[config.mk]
export PLATFORM = sky130hd
export DESIGN_NAME = wcm_ram
export DESIGN_NICKNAME = d
export VERILOG_FILES = /design/src/hdl/assert_macros.svh /design/src/hdl/wcm_ram.sv
export SDC_FILE = /design/constraint.sdc
export NUM_CORES = 1
export LEC_CHECK = 0
export BUFFER_PORTS_ARGS = -buffer_cell sky130_fd_sc_hd__buf_2
export CELL_PAD_IN_SITES_DETAIL_PLACEMENT = 1
export CELL_PAD_IN_SITES_GLOBAL_PLACEMENT = 1
export CORE_ASPECT_RATIO = 0.8
export CORE_MARGIN = 2
export CORE_UTILIZATION = 55
export CTS_CLUSTER_DIAMETER = 120
export CTS_CLUSTER_SIZE = 12
export DETAILED_ROUTE_END_ITERATION = 10
export MAX_ROUTING_LAYER = met4
export PLACE_DENSITY_LB_ADDON = 0.1
export SETUP_SLACK_MARGIN = 0.4
export SYNTH_ARGS = -nofsm -noshare
export SYNTH_HDL_FRONTEND = slang
export SYNTH_SLANG_ARGS = --single-unit
[constraint.sdc]
create_clock -name clk -period 2.7 [get_ports clk]
set_clock_uncertainty 0.05 [all_clocks]
set_input_delay 0.405 -clock clk [delete_from_list [all_inputs] [get_ports clk]]
set_output_delay 0.405 -clock clk [all_outputs]
set_load 0.01 [all_outputs]
[src/hdl/assert_macros.svh]
// assertion helpers used by the rtl
`ifndef ASSERT_MACROS_SVH
`define ASSERT_MACROS_SVH

// property must hold on every edge out of reset
`define CHK_ALWAYS(label, clk, rst_n, prop) \
  label: assert property (@(posedge clk) disable iff (!rst_n) (prop)) \
    else $error("check failed");

// antecedent implies consequent on the next edge
`define CHK_NEXT(label, clk, rst_n, ante, cons) \
  label: assert property (@(posedge clk) disable iff (!rst_n) (ante) |=> (cons)) \
    else $error("check failed");

`endif

[src/hdl/wcm_ram.sv]
module wcm_ram #(
  parameter int unsigned Width = 8,
  parameter int unsigned Depth = 32
) (
  input  logic                     clk,
  input  logic                     we,
  input  logic [$clog2(Depth)-1:0] waddr,
  input  logic [Width-1:0]         wdata,
  input  logic [$clog2(Depth)-1:0] raddr,
  output logic [Width-1:0]         rdata
);

  logic [Width-1:0] mem [Depth];

  // single write port, registered read
  always_ff @(posedge clk) begin
    if (we) mem[waddr] <= wdata;
    rdata <= mem[raddr];
  end

endmodule

## Word level (Yosys, flattened, before mapping)

Memories as Yosys holds them, arrays and structs flattened. A register that Yosys moved wholly into a read port is not among the register bits.
Cells that the tools add are included.
W data, S select, Z words.

| word-level totals | value |
|---|---|
| flip-flop bits (word level) | 0 |
| RAM bits | 256 |
| output and inout port bits | 8 |
| memories | 1 |

| operators by class | value |
|---|---|
| mux-type cells | 2 |

Memories:

| name | depth | width | read ports | clocked after memory_dff | wr ports | RTL line | source |
|---|---|---|---|---|---|---|---|
| mem | 32 | 8 | 1 | 1 | 1 | wcm_ram.sv:13 | `logic [Width-1:0] mem [Depth];` |

Operator list:

| cell | count |
|---|---|
| $mux W1 | 2 |

## Depth between registers and ports, before layout

| depth | value |
|---|---|
| word-level depth | 2 |
| mapped depth | 5 |
| depth with buffers taken out | 3 |

## Worst setup path after synthesis

No wires, ideal clock.

| timing | value |
|---|---|
| path type | input to register |
| from | in raddr[2] |
| to | reg rdata[0], read port of mem |
| setup time | 0.121 ns |
| arrival time | 2.087 ns |
| data required time | 2.529 ns |
| path slack | 0.443 ns |
| stages on the path | 5 |
| buffers on the path | 2 |
| cells stage by stage | clkbuf_1 -> clkbuf_1 -> mux4_2 -> mux4_2 -> mux2_2 |

RTL lines:

| element | RTL line | source |
|---|---|---|
| start, declared | wcm_ram.sv:9 | `input logic [$clog2(Depth)-1:0] raddr,` |
| end, declared | wcm_ram.sv:10 | `output logic [Width-1:0] rdata` |

==> results.tsv <==
stage	metric	value	unit
run_status	status	finished clean	
drt	drt drc	0	
drt	final wirelength	21500	um
floorplanning	die width	155	um
floorplanning	Std-Cell Rows	44	
clock_network	clock buffer depth	3	
synthesis	synthesized instance count	417	
synthesis	register bit count reported by yosys	264	
setup_path	reg2reg setup slack	0.82	ns
layout	# nets final	513	
timing	final period utilization	0.708	
timing	Slew @ Worst Pin	0.672	ns
setup_path	CP max FO	35	
synthesis	post-synthesis sequential area ratio	0.781	
layout	most common cell after layout, fill and taps aside	edfxtp_1	
setup_path	Crit. End Element	flip-flop	
timing	Slew HR	0.552	
timing	unrepaired setup endpoints after global routing	false	
place	Placed Area	10700	sq um
synthesis	synth warn	0	
synthesis	synthesized area	10100	sq um
clock_network	# H-tree levels	1	
grt	met1 Use GR	0.380	
drt	vias per cell	6.10	
place	port buffer count	27	
drt	Avg WL per Cell	29.0	um
grt	largest net degree at the start of global routing	37	
power	PD cells	711	nW/um^2
timing	post-route setup TNS	0	ns
setup_path	Worst EP required	3.06	ns
clock_network	CTS Sinks	264	
layout	layout cells sized above 1	0.363	
clock_network	post-CTS setup buffer count	0	
timing	Max Fclk	523	MHz
grt	total congestion overflow	0	
floorplanning	I/O pin cnt	28	
floorplanning	DIE AREA	19400	sq um
floorplanning	DIE HEIGHT	125	um
drt	Vias	4523	
synthesis	syn nets	437	
clock_network	Clock Tree Root	clkbuf_16	
drt	detailed router's first-iteration violation count	475	
timing	Final Hold Vio Count	0	
setup_path	Worst EP arrival	2.27	ns
timing	Final setup viols	0	
layout	most frequent cells in the layout	edfxtp_1, mux4_2, buf_4	
grt	GRT met2 Usage	0.346	
grt	total track usage	0.245	
synthesis	Unique masters post-synth	15	
timing	Final Max Slew Viols	0	
flow_run	maxcap violations	0	
clock_network	Inserted Clock Buffers	25	
floorplanning	core area	18000	sq um
clock_network	Worst-path clk slew	0.07	ns
drt	Pre-Repair DR Iteration Count	4	
grt	initial antenna violation count	1	
clock_network	CTS tree	yes	
timing	Min Clock Period, post-route	1.91	ns
power	leakage	3.65	nW
place	Final HPWL DP	13600	um
layout	area grow syn2layout	13.8	%
synthesis	Avg Synthesized Cell Area	24.1	sq um
power	VDD IR-drop max	625	uV
grt	first-pass GRT wire length	32600	um
grt	vias in the first global route	4859	
drt	post-route ant nets	0	
clock_network	cts hold-fix bufs	0	
floorplanning	Starting Density	0.558	
clock_network	worst skew pair latency	0.52	ns
place	Placer Congestion	0.805	
clock_network	post-CTS sizing	0	
grt	GRT met3 Usage	0.0480	
grt	most crowded layer after global routing	met1	
setup_path	crit path launch type	input port	
min_path	Hold WC Path Type	in -> reg	
layout	finished layout cell area	11400	sq um
setup_path	critical path type	in -> reg	
## worst max-delay path: stages
cell and delay (ns):
buf_4 0.13, buf_12 0.27, mux4_2 0.59, mux4_2 0.52, mux2_2 0.30
## sequential cells by signal, indices dropped and copies added (netlist names)
register / count
mem: 256
rdata: 8
## final timing paths
check | from | end | cells after the start
setup / recovery | raddr[0] | rdata[2] | 5
hold / removal | raddr[3] | rdata[3] | 2
setup reg to reg | mem[7][4] | rdata[4] | 3
hold reg to reg | mem[26][6] | rdata[6] | 3
## layout make-up
| class | instances | area (sq um) |
|---|---|---|
| antenna | 1 | 2.50 |
| fill | 1422 | 6570 |
| clock buffer | 44 | 697 |
| multi-input combinational | 133 | 2100 |
| sequential | 264 | 7850 |
| tap | 230 | 288 |
| timing repair buffer | 69 | 503 |
## layer usage
layer / wire (um) / share of wire
met2: 9790 / 0.46
met3: 1290 / 0.060
met5: 0 / 0
met1: 9980 / 0.46
met4: 410 / 0.019
## logic make-up (layout without fill, tap and decap cells)
kind of cell  count (synthesis)  in the layout  synth area share
simple gates                 45             45            0.0207
other cells                   0              1                 0
buf+inv                      20            113            0.0106
flops                       264            264             0.781
mux                          88             88             0.188
## through the flow
step | util | power, W | setup WS (ns) | hold slack, ns | std cells
after floorplan | - | 0.00491 | 0.443 | 0.454 | 417
after global placement | 0.596 | 0.00510 | 0.250 | 0.754 | 696
after detailed placement | 0.596 | 0.00511 | 0.264 | 0.756 | 696
after CTS | 0.635 | 0.00819 | 0.793 | 0.294 | 740
after global routing | 0.635 | 0.00836 | 0.732 | 0.300 | 741
final | 0.635 | 0.00813 | 0.788 | 0.295 | 741
## synthesized netlist by cell type
cell type  number  area (sq um)
mux2_2          8          90.1
clkbuf_1        6          22.5
buf_4           6          45.0
buf_2           1          5.00
edfxtp_1      256          7690
buf_6           1          11.3
nand2_1         1          3.75
or3b_2          3          26.3
or3_1           1          6.26
buf_1           6          22.5
nor2_1         33           124
dfxtp_1         8           160
nand3_1         2          10.0
mux4_2         80          1800
nand3b_1        5          37.5
## power by group
part	internal, W	leakage (nW)	switching (W)
Sequential	0.00456	2.37	0.0000186
Clock	0.00173	0.331	0.00138
Combinational	0.000196	0.943	0.000251
(Power assumes the default switching activity.)
